**config.mk**
```make
export PLATFORM = sky130hd
export DESIGN_NAME = lifo_stack_with_search
export DESIGN_NICKNAME = d
export VERILOG_FILES = /design/src/rtl/core/lss_pkg.sv /design/src/rtl/core/lss_ctrl.sv /design/src/rtl/core/lss_dp.sv /design/src/rtl/core/lifo_stack_with_search.sv
export SDC_FILE = /design/constraint.sdc
export NUM_CORES = 1
export LEC_CHECK = 0
export ABC_CLOCK_PERIOD_IN_PS = 8500
export BUFFER_PORTS_ARGS = -buffer_cell sky130_fd_sc_hd__buf_2
export CELL_PAD_IN_SITES_DETAIL_PLACEMENT = 0
export CELL_PAD_IN_SITES_GLOBAL_PLACEMENT = 2
export CORE_ASPECT_RATIO = 1.25
export CORE_MARGIN = 2
export CORE_UTILIZATION = 34
export CTS_BUF_LIST = sky130_fd_sc_hd__clkbuf_2
export CTS_CLUSTER_DIAMETER = 50
export DETAILED_ROUTE_END_ITERATION = 8
export GPL_TIMING_DRIVEN = 0
export PLACE_DENSITY_LB_ADDON = 0.3
export SYNTH_ARGS = -nofsm -noshare
export SYNTH_HDL_FRONTEND = slang
export SYNTH_SLANG_ARGS = --single-unit
```
**constraint.sdc**
```tcl
create_clock -name clock -period 8.5 [get_ports clock]
set_input_delay 0.425 -clock clock [delete_from_list [all_inputs] [get_ports clock]]
set_output_delay 0.425 -clock clock [all_outputs]
set_load 0.05 [all_outputs]
```
**src/rtl/core/lss_pkg.sv**
```systemverilog
// shared types and constants for the lifo stack with search
package lss_pkg;

   // field widths fixed by the transaction format
   localparam int unsigned DATA_W = 32;
   localparam int unsigned POS_W  = 4;

   typedef enum logic [1:0] {
      OP_PUSH    = 2'd0,
      OP_POP     = 2'd1,
      OP_SEARCH  = 2'd2,
      OP_DISPLAY = 2'd3
   } opcode_type;

   typedef enum logic [1:0] {
      STAT_OK       = 2'd0,
      STAT_OVERFLOW = 2'd1,
      STAT_EMPTY    = 2'd2,
      STAT_NOTFOUND = 2'd3
   } status_type;

   typedef struct packed {
      opcode_type               opcode;
      logic signed [DATA_W-1:0] operand;
   } req_type;

   typedef struct packed {
      status_type               status;
      logic signed [DATA_W-1:0] data;
      logic        [POS_W-1:0]  position;
      logic                     last;
   } rsp_type;

   // controller states
   typedef enum logic [1:0] {
      ST_IDLE,
      ST_FETCH,
      ST_CHECK
   } state_type;

   // which result the datapath loads into the output register
   typedef enum logic [2:0] {
      SEL_PUSH,
      SEL_OVERFLOW,
      SEL_EMPTY,
      SEL_POP,
      SEL_HIT,
      SEL_MISS,
      SEL_DISP
   } out_sel_type;

   // controller to datapath commands
   typedef struct packed {
      logic        op_load;
      logic        mem_wr;
      logic        fill_inc;
      logic        fill_dec;
      logic        ptr_load;
      logic        ptr_dec;
      logic        pos_inc;
      logic        out_load;
      out_sel_type out_sel;
   } cmd_type;

   // datapath to controller status
   typedef struct packed {
      logic full;
      logic empty;
      logic match;
      logic at_bottom;
      logic out_free;
   } stat_type;

endpackage

```
**src/rtl/core/lss_ctrl.sv**
```systemverilog
// controller state machine for the lifo stack with search
module lss_ctrl (
   input  logic                clock,
   input  logic                reset,
   input  logic                req_valid,
   output logic                req_ready,
   input  lss_pkg::opcode_type req_opcode,
   input  lss_pkg::stat_type   stat,
   output lss_pkg::cmd_type    cmd
);

   lss_pkg::state_type  state_ff, state_in;
   lss_pkg::opcode_type op_ff;
   logic                accept;

   // input handshake, only when idle and the output register has room
   assign req_ready = (state_ff == lss_pkg::ST_IDLE) && stat.out_free;
   assign accept    = req_valid && req_ready;

   // state and opcode registers
   always_ff @(posedge clock) begin
      if (reset) begin
         state_ff <= lss_pkg::ST_IDLE;
      end else begin
         state_ff <= state_in;
      end
   end

   always_ff @(posedge clock) begin
      if (accept) begin
         op_ff <= req_opcode;
      end
   end

   // next state
   always_comb begin
      state_in = state_ff;
      case (state_ff)
         lss_pkg::ST_IDLE: begin
            if (accept && (req_opcode != lss_pkg::OP_PUSH) && !stat.empty) begin
               state_in = lss_pkg::ST_FETCH;
            end
         end
         lss_pkg::ST_FETCH: begin
            state_in = lss_pkg::ST_CHECK;
         end
         lss_pkg::ST_CHECK: begin
            case (op_ff)
               lss_pkg::OP_POP: begin
                  if (stat.out_free) begin
                     state_in = lss_pkg::ST_IDLE;
                  end
               end
               lss_pkg::OP_SEARCH: begin
                  if (stat.match || stat.at_bottom) begin
                     if (stat.out_free) begin
                        state_in = lss_pkg::ST_IDLE;
                     end
                  end else begin
                     state_in = lss_pkg::ST_FETCH;
                  end
               end
               lss_pkg::OP_DISPLAY: begin
                  if (stat.out_free) begin
                     state_in = stat.at_bottom ? lss_pkg::ST_IDLE : lss_pkg::ST_FETCH;
                  end
               end
               default: begin
                  state_in = lss_pkg::ST_IDLE;
               end
            endcase
         end
         default: begin
            state_in = lss_pkg::ST_IDLE;
         end
      endcase
   end

   // command outputs
   always_comb begin
      cmd         = '0;
      cmd.out_sel = lss_pkg::SEL_EMPTY;
      case (state_ff)
         lss_pkg::ST_IDLE: begin
            if (accept) begin
               cmd.op_load = 1'b1;
               case (req_opcode)
                  lss_pkg::OP_PUSH: begin
                     cmd.out_load = 1'b1;
                     if (stat.full) begin
                        cmd.out_sel = lss_pkg::SEL_OVERFLOW;
                     end else begin
                        cmd.mem_wr   = 1'b1;
                        cmd.fill_inc = 1'b1;
                        cmd.out_sel  = lss_pkg::SEL_PUSH;
                     end
                  end
                  lss_pkg::OP_POP: begin
                     if (stat.empty) begin
                        cmd.out_load = 1'b1;
                     end else begin
                        cmd.fill_dec = 1'b1;
                        cmd.ptr_load = 1'b1;
                     end
                  end
                  default: begin
                     if (stat.empty) begin
                        cmd.out_load = 1'b1;
                     end else begin
                        cmd.ptr_load = 1'b1;
                     end
                  end
               endcase
            end
         end
         lss_pkg::ST_CHECK: begin
            case (op_ff)
               lss_pkg::OP_POP: begin
                  cmd.out_sel  = lss_pkg::SEL_POP;
                  cmd.out_load = stat.out_free;
               end
               lss_pkg::OP_SEARCH: begin
                  if (stat.match) begin
                     cmd.out_sel  = lss_pkg::SEL_HIT;
                     cmd.out_load = stat.out_free;
                  end else if (stat.at_bottom) begin
                     cmd.out_sel  = lss_pkg::SEL_MISS;
                     cmd.out_load = stat.out_free;
                  end else begin
                     cmd.ptr_dec = 1'b1;
                     cmd.pos_inc = 1'b1;
                  end
               end
               lss_pkg::OP_DISPLAY: begin
                  cmd.out_sel  = lss_pkg::SEL_DISP;
                  cmd.out_load = stat.out_free;
                  cmd.ptr_dec  = stat.out_free && !stat.at_bottom;
               end
               default: begin
                  cmd.out_load = 1'b0;
               end
            endcase
         end
         default: begin
            cmd.out_load = 1'b0;
         end
      endcase
   end

endmodule

```
**src/rtl/core/lss_dp.sv**
```systemverilog
// datapath for the lifo stack with search: storage, pointers and result register
module lss_dp #(
   parameter int unsigned DEPTH = 8
) (
   input  logic              clock,
   input  logic              reset,
   input  lss_pkg::req_type  req_data,
   input  lss_pkg::cmd_type  cmd,
   output lss_pkg::stat_type stat,
   output logic              rsp_valid,
   input  logic              rsp_ready,
   output lss_pkg::rsp_type  rsp_data
);

   localparam int unsigned AW = (DEPTH > 1) ? $clog2(DEPTH) : 1;
   localparam int unsigned FW = $clog2(DEPTH + 1);

   logic signed [lss_pkg::DATA_W-1:0] mem [DEPTH];
   logic signed [lss_pkg::DATA_W-1:0] rd_ff;
   logic signed [lss_pkg::DATA_W-1:0] op_ff;
   logic        [FW-1:0]              fill_ff;
   logic        [AW-1:0]              ptr_ff;
   logic        [lss_pkg::POS_W-1:0]  pos_ff;
   logic                              rsp_valid_ff;
   lss_pkg::rsp_type                  rsp_ff, rsp_in;

   // storage, one write and one registered read port
   always_ff @(posedge clock) begin
      if (cmd.mem_wr) begin
         mem[fill_ff[AW-1:0]] <= req_data.operand;
      end
      rd_ff <= mem[ptr_ff];
   end

   // fill count
   always_ff @(posedge clock) begin
      if (reset) begin
         fill_ff <= '0;
      end else if (cmd.fill_inc) begin
         fill_ff <= fill_ff + FW'(1);
      end else if (cmd.fill_dec) begin
         fill_ff <= fill_ff - FW'(1);
      end
   end

   // operand, scan pointer and hit position
   always_ff @(posedge clock) begin
      if (cmd.op_load) begin
         op_ff <= req_data.operand;
      end
      if (cmd.ptr_load) begin
         ptr_ff <= AW'(fill_ff - FW'(1));
         pos_ff <= lss_pkg::POS_W'(1);
      end else begin
         if (cmd.ptr_dec) begin
            ptr_ff <= ptr_ff - AW'(1);
         end
         if (cmd.pos_inc) begin
            pos_ff <= pos_ff + lss_pkg::POS_W'(1);
         end
      end
   end

   // status towards the controller
   always_comb begin
      stat.full      = (fill_ff == FW'(DEPTH));
      stat.empty     = (fill_ff == '0);
      stat.match     = (rd_ff == op_ff);
      stat.at_bottom = (ptr_ff == '0);
      stat.out_free  = !rsp_valid_ff || rsp_ready;
   end

   // result selection
   always_comb begin
      rsp_in          = '0;
      rsp_in.last     = 1'b1;
      rsp_in.status   = lss_pkg::STAT_OK;
      case (cmd.out_sel)
         lss_pkg::SEL_PUSH: begin
            rsp_in.data = req_data.operand;
         end
         lss_pkg::SEL_OVERFLOW: begin
            rsp_in.status = lss_pkg::STAT_OVERFLOW;
         end
         lss_pkg::SEL_EMPTY: begin
            rsp_in.status = lss_pkg::STAT_EMPTY;
         end
         lss_pkg::SEL_POP: begin
            rsp_in.data = rd_ff;
         end
         lss_pkg::SEL_HIT: begin
            rsp_in.data     = op_ff;
            rsp_in.position = pos_ff;
         end
         lss_pkg::SEL_MISS: begin
            rsp_in.status = lss_pkg::STAT_NOTFOUND;
            rsp_in.data   = op_ff;
         end
         lss_pkg::SEL_DISP: begin
            rsp_in.data = rd_ff;
            rsp_in.last = (ptr_ff == '0);
         end
         default: begin
            rsp_in.status = lss_pkg::STAT_EMPTY;
         end
      endcase
   end

   // output register
   always_ff @(posedge clock) begin
      if (reset) begin
         rsp_valid_ff <= 1'b0;
      end else if (cmd.out_load) begin
         rsp_valid_ff <= 1'b1;
      end else if (rsp_ready) begin
         rsp_valid_ff <= 1'b0;
      end
   end

   always_ff @(posedge clock) begin
      if (cmd.out_load) begin
         rsp_ff <= rsp_in;
      end
   end

   assign rsp_valid = rsp_valid_ff;
   assign rsp_data  = rsp_ff;

endmodule

```
**src/rtl/core/lifo_stack_with_search.sv**
```systemverilog
// top level of the lifo stack with search
// Bounded LIFO stack of DEPTH signed 32-bit words, one operation per request
// transaction: push, pop, search from the top, or display top to bottom. Words
// sit in a single-port-read memory with a registered read, and a controller
// walks it one word at a time. A push, and any operation on an empty stack or a
// push onto a full one, answers with its response in the cycle after the
// request is taken. A pop reads the top word in FETCH and loads it out in CHECK;
// a search passes FETCH and CHECK for each word examined (at most fill count).
// Display gives fill count responses, the last one flagged, each word read in
// FETCH and sent from CHECK. Position is 1-based from the top and wraps at 16.
// After reset the stack is empty and ready at once; no clearing pass is needed.
module lifo_stack_with_search #(
   parameter int unsigned DEPTH = 8
) (
   input  logic             clock,
   input  logic             reset,
   input  logic             req_valid,
   output logic             req_ready,
   input  lss_pkg::req_type req_data,
   output logic             rsp_valid,
   input  logic             rsp_ready,
   output lss_pkg::rsp_type rsp_data
);

   lss_pkg::cmd_type  cmd;
   lss_pkg::stat_type stat;

   // sequencing
   lss_ctrl u_ctrl (
      .clock      (clock),
      .reset      (reset),
      .req_valid  (req_valid),
      .req_ready  (req_ready),
      .req_opcode (req_data.opcode),
      .stat       (stat),
      .cmd        (cmd)
   );

   // storage and result path
   lss_dp #(
      .DEPTH (DEPTH)
   ) u_dp (
      .clock     (clock),
      .reset     (reset),
      .req_data  (req_data),
      .cmd       (cmd),
      .stat      (stat),
      .rsp_valid (rsp_valid),
      .rsp_ready (rsp_ready),
      .rsp_data  (rsp_data)
   );

endmodule

```
Word-level counts from Yosys, hierarchy flattened
Memories as Yosys holds them, arrays and structs flattened. A register that Yosys moved wholly into a read port is not among the register bits.
Cells that the tools add are included.

operators by class
  equal/unequal tests = 15
  reductions and logical operators = 24
  multiplexer cells = 41
  $add $sub $neg = 4

operators with widths
  operator             number
  $pmux 32 s3          1
  $eq 32x32->1         1
  $mux 2               11
  $mux 4               5
  $pmux 2 s3           3
  $mux 1               11
  $mux 5               2
  $eq 3x3->1 const B   3
  $pmux 3 s3           1
  $add 4x1->4 const B  2
  $pmux 1 s2           4
  $reduce_bool 2->1    4
  $eq 2x1->1 const B   3
  $eq 2x2->1 const B   3
  $logic_not 3->1      2
  $mux 3               2
  $pmux 3 s2           1
  $reduce_or 2->1      3
  $logic_and 1x1->1    5
  $eq 4x4->1 const B   1
  $logic_not 2->1      2
  $logic_not 4->1      1
  $reduce_or 4->1      1
  $sub 4x1->4 const B  1
  other kinds (8)      11

storage, ports and cells
  flip-flop bits (word level) = 87
  logic and storage cells = 96
  bits of input ports = 38
  output and inout bits = 41
  memory bits (writable) = 256
  memories = 1

memories
  memory    depth  width  read ports  clocked after memory_dff  write ports  line          RTL
  u_dp.mem  8      32     1           1                         1            lss_dp.sv:18  logic signed [lss_pkg::DATA_W-1:0] mem [DEPTH];

Depth between registers and ports, before layout
Gate-level depths: netlist of the first run.

  depth in word-level cells = 9
  mapped depth = 9
  mapped depth without buffers = 7

Cells and area by module
A second synthesis of the first run with hierarchy kept.

unflattened totals
  cell total of the unflattened synthesis = 758
  area total of the unflattened synthesis = 14,426.3 um2

by module, submodules not included
  module    cells each  seq. area each (um2)  area each (um2)  instances
  lss_dp    716         10,730.3              14,076.0         1
  lss_ctrl  42          100.1                 350.3            1

Worst setup path before layout of the first run
OpenSTA, ideal clock, no wires.

  path kind = register to register
  start point = register u_dp.ptr_ff[0]
  end point = register u_dp.rsp_ff, in the netlist u_dp.rsp_data[0], enable pin
  cell stages (with the launch flop) = 8
  required time = 8.006 ns
  path buffers = 2
  period minus slack after synthesis = 4.811 ns
  library setup time = 0.494 ns
  slack = 3.689 ns
  data arrival time = 4.316 ns
  cell sequence = edfxtp_1 buf_2 buf_2 inv_1 ha_1 nor2b_1 a21oi_2 o31ai_1

RTL lines
  what                    line           RTL
  start, declared         lss_dp.sv:22   logic [AW-1:0] ptr_ff;
  start signal, assigned  lss_dp.sv:52   ptr_ff <= AW'(fill_ff - FW'(1));
  start signal, assigned  lss_dp.sv:56   ptr_ff <= ptr_ff - AW'(1);
  end signal, assigned    lss_dp.sv:122  rsp_ff <= rsp_in;
  end, declared           lss_dp.sv:25   lss_pkg::rsp_type rsp_ff, rsp_in;

Final worst setup path of the first run
  start point = register u_dp.fill_ff[1]
  end point = memory u_dp.mem[5][30] (netlist name), enable pin

between the ends
  cells in the longest elaborated chain, start to end = 7

ends and longest elaborated chain
  what                          line            RTL
  start, declared               lss_dp.sv:21    logic [FW-1:0] fill_ff;
  start signal, assigned        lss_dp.sv:40    fill_ff <= fill_ff + FW'(1);
  start signal, assigned        lss_dp.sv:42    fill_ff <= fill_ff - FW'(1);
  $eq 4x4->1                    lss_dp.sv:66    stat.full = (fill_ff == FW'(DEPTH));
  $mux 2                        lss_ctrl.sv:90  if (stat.full) begin
  $mux 2                        lss_ctrl.sv:87  case (req_opcode)
  $mux 5                        lss_ctrl.sv:85  if (accept) begin
  $mux 5                        lss_ctrl.sv:83  case (state_ff)
  $mux 1                        lss_dp.sv:29    if (cmd.mem_wr) begin
  $mux 1 (not written as such)  lss_dp.sv:30    mem[fill_ff[AW-1:0]] <= req_data.operand;
  end, declared                 lss_dp.sv:18

Parallel ways exist; a longest one is shown, timed or not.

==> results.md, run 1 <==
- Result of the run: finished clean
- Pin count of the biggest net entering global routing: 33
- Maximum Capacitance Violations: 0
- Setup-violating endpoint count in the final report: 0
- Number of nets at the end of the flow: 1050
- Crit Path Category: flop to flop
- Area of the core region: 41940 sq um
- Initial core utilization: 34.34%
- Crit Path Max Fanout: 10
- Global-route congestion overflow total: 0
- Number of max-slew violations in the final report: 0
- Number of distinct standard cells referenced by the synthesized netlist: 47
- Min-Delay Startpoint: req_data[33]
- Clock skew after layout: 84.12 ps
- Antenna violation net count after detailed routing: 0
- Cell with the most instances after synthesis: edfxtp_1
- Classification of the worst-slack hold path: primary input to flop
- DRC violations left: 0
- Synth area leaders: edfxtp_1, mux4_2, dfxtp_1
- Most used standard cells in the synthesized netlist: edfxtp_1, mux4_2, nand2_1
- Placement row count: 84
- Number of antenna violations at the first check in global routing: 2
- Total count of hold-check failures in the final report: 0
- TritonCTS clock tree: done
- Post-DR wirelength/cell: 21.88 microns
- Unrepaired setup endpoints after global routing: false
- Cell Pwr Density: 209.6 nW/um^2
- Number of enable flip-flop cells after synthesis: 332
- Highest attainable clock frequency: 287.0 MHz
- Via Count: 7903
- Hold Crit Depth: 2
- Register Area: 10830 sq um
- Final period util: 40.99%
- #FFs+latches synth: 375
- Number of sinks driven by the clock tree: 375
- Most common cell on crit path: buf_6
- Clock-pin slew on the worst setup and hold paths: 120 ps
- Final min period: 3485 ps
- Fraction of the mapped netlist area in compound gates: 3.901%
- CP cell instances: clkbuf_1 > inv_1 > ha_1 > nand3b_1 > and4_1 > buf_4 > nand2_1 > nor3_2 > buf_6 > buf_6
- Count of buffers from port buffering: 78
- Peak supply drop: 67.84 uV
- Filler cell count: 3838
- Layout overhead on the synthesized area: 19.12%
- Iteration count of the initial detailed-routing pass: 7
- Area share of and/or/nand/nor cells after synthesis: 4.084%
- Arr. time, crit path: 4140 ps
- Adder-Cell Fraction of Synth Area: 0.4344%
- CTS resizes: 0
- DIE HEIGHT: 234.1 microns
- Post-Syn Instances: 760
- Total leakage power: 5.942 nW
- Max_slew headroom: 31.49%
- Final TNS setup: 0 ps
- CP Capture Type: flop
- Number of cells on the worst reg-to-reg path: 10
- Area of the die: 44030 sq um
- GRT Resource Usage Total: 16.82%
- Number of buffers added by the clock tree synthesis step: 92
- Fraction of layout cells with a size suffix above 1: 36.26%
- Largest family of logic cells by synthesized area: multiplexers
- Buffers inserted by post-CTS timing repair: 0
- DIE WIDTH: 188.1 microns
- Clock latency on the worst-skew pair: 1020 ps
- Net Count, Synth: 803
- Sequential area share after synthesis: 75.21%
- Cell type of the slowest stage on the worst timing path: nor3_2
- Share of cell area taken by muxes after synthesis: 12.86%
- Global-route wire length before repair: 53.25 mm
- Combined area of the multi-input logic cells: 3440 sq um
- Crit path required time: 9160 ps
- Endpoint of the worst hold-timing path: u_ctrl.op_ff[1]
- Fraction of synthesized cell area in xor and xnor cells: 2.190%
- R2r startpoint: u_dp.fill_ff[1]
- Clock root buffer: clkbuf_2
- Kind of start point of the critical path: flop
- Num ports: 79
- Placed wire-length estimate: 24.17 mm
- Mapped Avg Cell Area: 18.95 sq um
- Share of flip-flops with an asynchronous set or reset: 0%
- R2R Setup Slk: 5020 ps
- Post-synthesis cell area: 14400 sq um
- Ys Warns: 0
- Vias in the first global route: 8239
- Clock Tree Buf Depth: 3
- Leading area contributor after synthesis: edfxtp_1
- Predominant post-synthesis flop cell: edfxtp_1
- Max stage delay on crit path: 740 ps
- Post-synth top area share: 69.23%
- Transition time at the pin with the least slew margin: 1028 ps
- Post-layout total power: 3.595 mW
- Initial drt markers: 513
- Total number of H-tree levels: 3
- Final WL: 35.92 mm
- Placer congestion estimate: 0.7265
- R2R Path End: u_dp.mem[5][30]
- Via density: 4.813
-- through the flow --
| stage | utilization [%] | cell area (sq um) | instances | worst slack [ps] | hold WS, ps |
|---|---|---|---|---|---|
| floorplan | - | 14400 | 760 | 3689 | 441.5 |
| global placement | 36.94 | 15490 | 1397 | -492.6 | 457.2 |
| detailed placement | 37.98 | 15930 | 1434 | 5148 | 468.0 |
| CTS | 40.89 | 17150 | 1640 | 5005 | 31.23 |
| global route | 40.90 | 17150 | 1642 | 4766 | 102.7 |
| finish | 40.90 | 17150 | 1642 | 5015 | 164.2 |
-- flip-flops by register name (all words and copies together), names as in the netlist --
register	flops
u_dp.mem	256
u_dp.rsp_data	39
u_dp.op_ff	32
u_dp.rd_ff	32
u_dp.fill_ff	4
u_dp.pos_ff	4
u_dp.ptr_ff	3
u_ctrl.op_ff	2
u_ctrl.state_ff	2
u_dp.rsp_valid	1
-- layout make-up --
cell class	instances	share of cell area [%]
buffer	35	0.9337
sequential	375	63.14
inverter	8	0.1751
clock buffer	139	4.056
tap	559	4.078
clock inverter	29	0.8462
antenna	2	0.02918
multi-input combinational	342	20.05
timing repair buffer	153	6.689
-- routing by layer --
metal	wire length [microns]	global-route usage, %
met5	0	0
met3	1730	3.382
met4	1055	7.899
met1	14920	20.45
met2	18220	28.91
-- power by group --
part           internal [mW]  switching (mW)  leakage [nW]  total [mW]
clock                  0.467           0.724         0.655        1.19
sequential              2.07          0.0280          3.41        2.09
combinational          0.103           0.207          1.88       0.310
-- worst max-delay path, delay by kind of cell, from the launching register on --
kind	cells	cell delay, ps
adders and majority gates	1	280
buffers and inverters	5	1180
and+or+nand+nor	4	1280
DFF	1	350
-- how the worst max path moves through the flow --
stage | start | end | depth (start not counted) | slack, ps
2_1_floorplan | u_dp.ptr_ff[0] | u_dp.rsp_data[0] | 7 | 3690
3_3_place_gp | u_dp.fill_ff[1] | u_dp.mem[1][19] | 6 | -490
3_5_place_dp | u_dp.fill_ff[1] | u_dp.mem[5][20] | 10 | 5150
4_1_cts | u_dp.fill_ff[1] | u_dp.mem[5][30] | 10 | 5010
5_1_grt | u_dp.fill_ff[1] | u_dp.mem[5][28] | 10 | 4770
6_report | u_dp.fill_ff[1] | u_dp.mem[5][30] | 10 | 5020
-- logic make-up (layout without fill, tap and decap cells) --
| logic type | count (synthesis) | after routing |
|---|---|---|
| AND/OR/NAND/NOR | 111 | 111 |
| AO/OA/AOI/OAI | 89 | 89 |
| multiplexers | 101 | 101 |
| flip-flops | 375 | 375 |
| adder cells (fa/ha/maj) | 5 | 5 |
| XOR/XNOR | 36 | 36 |
| buffers and inverters | 43 | 364 |
| other | 0 | 2 |
-- repair_timing --
item / 4_1_cts / 5_1_grt
endpoints found under the hold margin: 331 / 0
hold buffers: 38 / 0
setup endpoints to repair: 0 / 0
-- cell usage in the layout, fill, tap and decap left out, drive strengths merged, types with 5 or more instances in the layout --
cell         count
o21ai           40
dfxtp           43
nor2            16
nor3             7
clkbuf         161
inv             11
nor4            12
mux2            32
nand2           44
xor2            34
mux4            64
edfxtp         332
clkinv          25
mux2i            5
buf            128
ha               5
dlygate4sd3     38
and3             5
a21oi            7
a22oi           32
No activity file was read; power rests on OpenSTA's default activity.
==> run 2, diff against run 1 <==
--- a/config.mk
+++ b/config.mk
@@ -5,7 +5,7 @@
 export SDC_FILE = /design/constraint.sdc
 export NUM_CORES = 1
 export LEC_CHECK = 0
-export ABC_CLOCK_PERIOD_IN_PS = 8500
+export ABC_CLOCK_PERIOD_IN_PS = 3100
 export BUFFER_PORTS_ARGS = -buffer_cell sky130_fd_sc_hd__buf_2
 export CELL_PAD_IN_SITES_DETAIL_PLACEMENT = 0
 export CELL_PAD_IN_SITES_GLOBAL_PLACEMENT = 2
==> constraint.sdc (replaced) <==
create_clock -name clock -period 3.1 [get_ports clock]
set_input_delay 0.155 -clock clock [delete_from_list [all_inputs] [get_ports clock]]
set_output_delay 0.155 -clock clock [all_outputs]
set_load 0.05 [all_outputs]
==> results.md, run 2 (same netlist as run 1, synthesis figures left out) <==
- Result of the run: finished clean
- Initial core utilization: 34.34% (unchanged)
- Number of sinks driven by the clock tree: 375 (unchanged)
- Instance area after placement: 16000 sq um (+0.43%)
- Clock skew after layout: 102.9 ps (+18.75 ps)
- Final critical-path setup slack: 145.8 ps (-4870 ps)
- Final min period: 2954 ps (-530.4 ps)
- Maximum Capacitance Violations: 0 (unchanged)
- Total leakage power: 6.268 nW (+5.5%)
- Arr. time, crit path: 3570 ps (-570 ps)
- Clock-pin slew on the worst setup and hold paths: 110 ps (about the same)
- R2r startpoint: u_ctrl.state_ff[1]
- Area of the die: 44030 sq um (unchanged)
- TritonCTS clock tree: done
- Crit path required time: 3720 ps (-5440 ps)
- Most frequent standard cell in the layout excluding fill and tap cells: edfxtp_1
- Filler cell count: 3779 (-1.5%)
- Antenna violation net count after detailed routing: 0 (unchanged)
- Cell Pwr Density: 566.2 nW/um^2 (+170%)
- Total count of hold-check failures in the final report: 0 (unchanged)
- Unrepaired setup endpoints after global routing: false
- Area of the core region: 41940 sq um (unchanged)
- Global-route wire length before repair: 56.24 mm (+5.6%)
- Crit Path Max Fanout: 16 (+6)
- Via Count: 8201 (+3.8%)
- Clock root buffer: clkbuf_2
- Max_slew headroom: 37.32% (+5.8 points)
- Setup-violating endpoint count in the final report: 0 (unchanged)
- Worst hold margin: 142.5 ps (-21.75 ps)
- Number of cells on the worst reg-to-reg path: 7 (-3)
- DIE HEIGHT: 234.1 microns (unchanged)
- DRC violations left: 0 (unchanged)
- Clock latency on the worst-skew pair: 1000 ps (-20 ps)
- R2R Setup Slk: 150 ps (-4870 ps)
- Fin area: 17960 sq um (+4.7%)
- Post-layout total power: 10.17 mW (+180%)
- Number of buffers added by the clock tree synthesis step: 93 (+1.1%)
- Number of antenna violations at the first check in global routing: 1 (-1)
- CP Capture Type: flop
- Initial drt markers: 556 (+8.4%)
- Combined area of the multi-input logic cells: 3517 sq um (+2.3%)
- Pin count of the biggest net entering global routing: 33 (unchanged)
- Number of nets at the end of the flow: 1102 (+5.0%)
- Classification of the worst-slack hold path: primary input to flop
- Clock Tree Buf Depth: 3 (unchanged)
- Crit Path Category: flop to flop
- Count of buffers from port buffering: 78 (unchanged)
- Post-DR wirelength/cell: 22.73 microns (+3.9%)
- Leading cell types in the layout, fill and taps excluded: edfxtp_1, clkbuf_2, dlygate4sd3_1
- Final TNS setup: 0 ps (unchanged)
- Placer congestion estimate: 0.7311 (+0.63%)
- Final WL: 38.50 mm (+7.2%)
- Final period util: 95.30% (+54 points)
- Placement row count: 84 (unchanged)
- Kind of start point of the critical path: flop
- Num ports: 79 (unchanged)
- Layout overhead on the synthesized area: 24.71%
- Worst setup path startpoint: u_ctrl.state_ff[1]
- Global-route congestion overflow total: 0 (unchanged)
- Transition time at the pin with the least slew margin: 940.1 ps (-87.49 ps)
- Via density: 4.841 (+0.59%)
- Number of max-slew violations in the final report: 0 (unchanged)
- GRT Resource Usage Total: 17.99% (+1.2 points)
- Placed wire-length estimate: 23.74 mm (-1.7%)
- Peak supply drop: 249.9 uV (+270%)
- Total number of H-tree levels: 3 (unchanged)
- Number of flip-flops under the largest register name: 256 (unchanged)
- R2R Path End: u_dp.rsp_data[35]
- Vias in the first global route: 8523 (+3.4%)
- Highest attainable clock frequency: 338.5 MHz (+18%)
- Endpoint of the worst setup timing path: u_dp.rsp_data[35]
- Fraction of layout cells with a size suffix above 1: 36.07% (-0.20 points)
- Pre-CTS setup slack: -564.3 ps (-5712 ps)
- Register Area: 10830 sq um (about the same)
- DIE WIDTH: 188.1 microns (unchanged)
- Iteration count of the initial detailed-routing pass: 5 (-2)
-- run 2: changes by cell type in the layout (fill, tap and decap cells not counted), moves of 2 or more --
cell,previous run,this run
buf_16,0,6
buf_2,86,84
buf_6,17,7
buf_8,3,10
bufinv_16,1,3
clkbuf_2,139,146
clkinv_1,20,13
dlygate4sd3_1,38,87
nor3_2,4,0
nor3_4,0,4
nor4_1,8,6
nor4_4,1,4
-- run 2: timing repair --
action / in CTS / in global routing
endpoints found under the setup margin: 293 / 42
cloned: 1 / 0
gates resized for setup: 7 / 3
endpoints found under the hold margin: 365 / 0
hold buffers: 87 / 0
pin swaps: 7 / 1
setup buffers: 11 / 5
-- run 2: worst min-delay path by stage --
stage                       startpoint                  to  slack [ps]  depth (start not counted)
after floorplan                  reset  u_ctrl.state_ff[0]         220                          1
after global placement    req_data[32]     u_ctrl.op_ff[0]         360                          1
after detailed placement  req_data[33]     u_ctrl.op_ff[1]         360                          1
after CTS                 req_data[22]   u_dp.rsp_data[27]           8                          4
after global routing      req_data[17]     u_dp.mem[3][17]          50                          2
final                     req_data[22]   u_dp.rsp_data[27]         140                          4
-- run 2: final cells by class --
cell class                 instances  area share (%)
sequential                       375           60.33
multi-input combinational        343           19.58
timing repair buffer             204           10.03
clock buffer                     146           4.069
tap                              559           3.895
clock inverter                    24          0.9963
buffer                            34          0.9197
inverter                           8          0.1672
antenna                            1         0.01393
-- run 2: metrics by stage --
stage / util (%) / instances
floorplan: - / 760
global placement: 37.07 / 1397
detailed placement: 38.14 / 1420
CTS: 42.70 / 1688
global route: 42.82 / 1694
finish: 42.82 / 1694
-- run 2: report_power, final --
group | leakage (nW) | internal [mW] | switching (mW)
sequential | 3.41 | 5.67 | 0.0780
clock | 0.702 | 1.49 | 1.99
combinational | 2.16 | 0.339 | 0.595
-- run 2: layer usage --
layer / routed length, microns / vias to the layer above / track usage (%) / part of all wire [%]
met5: 0 / - / 0 / 0
met4: 1018 / 0 / 8.022 / 2.6
met3: 1771 / 62 / 3.592 / 4.6
met2: 19440 / 235 / 30.35 / 50
met1: 16280 / 4197 / 22.55 / 42
li1: - / 3707 / - / -
-- run 2: critical path, cell delays in order (launching register included) --
cell and delay [ps]:
dfxtp_1 460, and3b_2 210, clkbuf_1 380, clkbuf_1 750
a21oi_1 250, o31ai_4 120, buf_4 210, buf_8 180
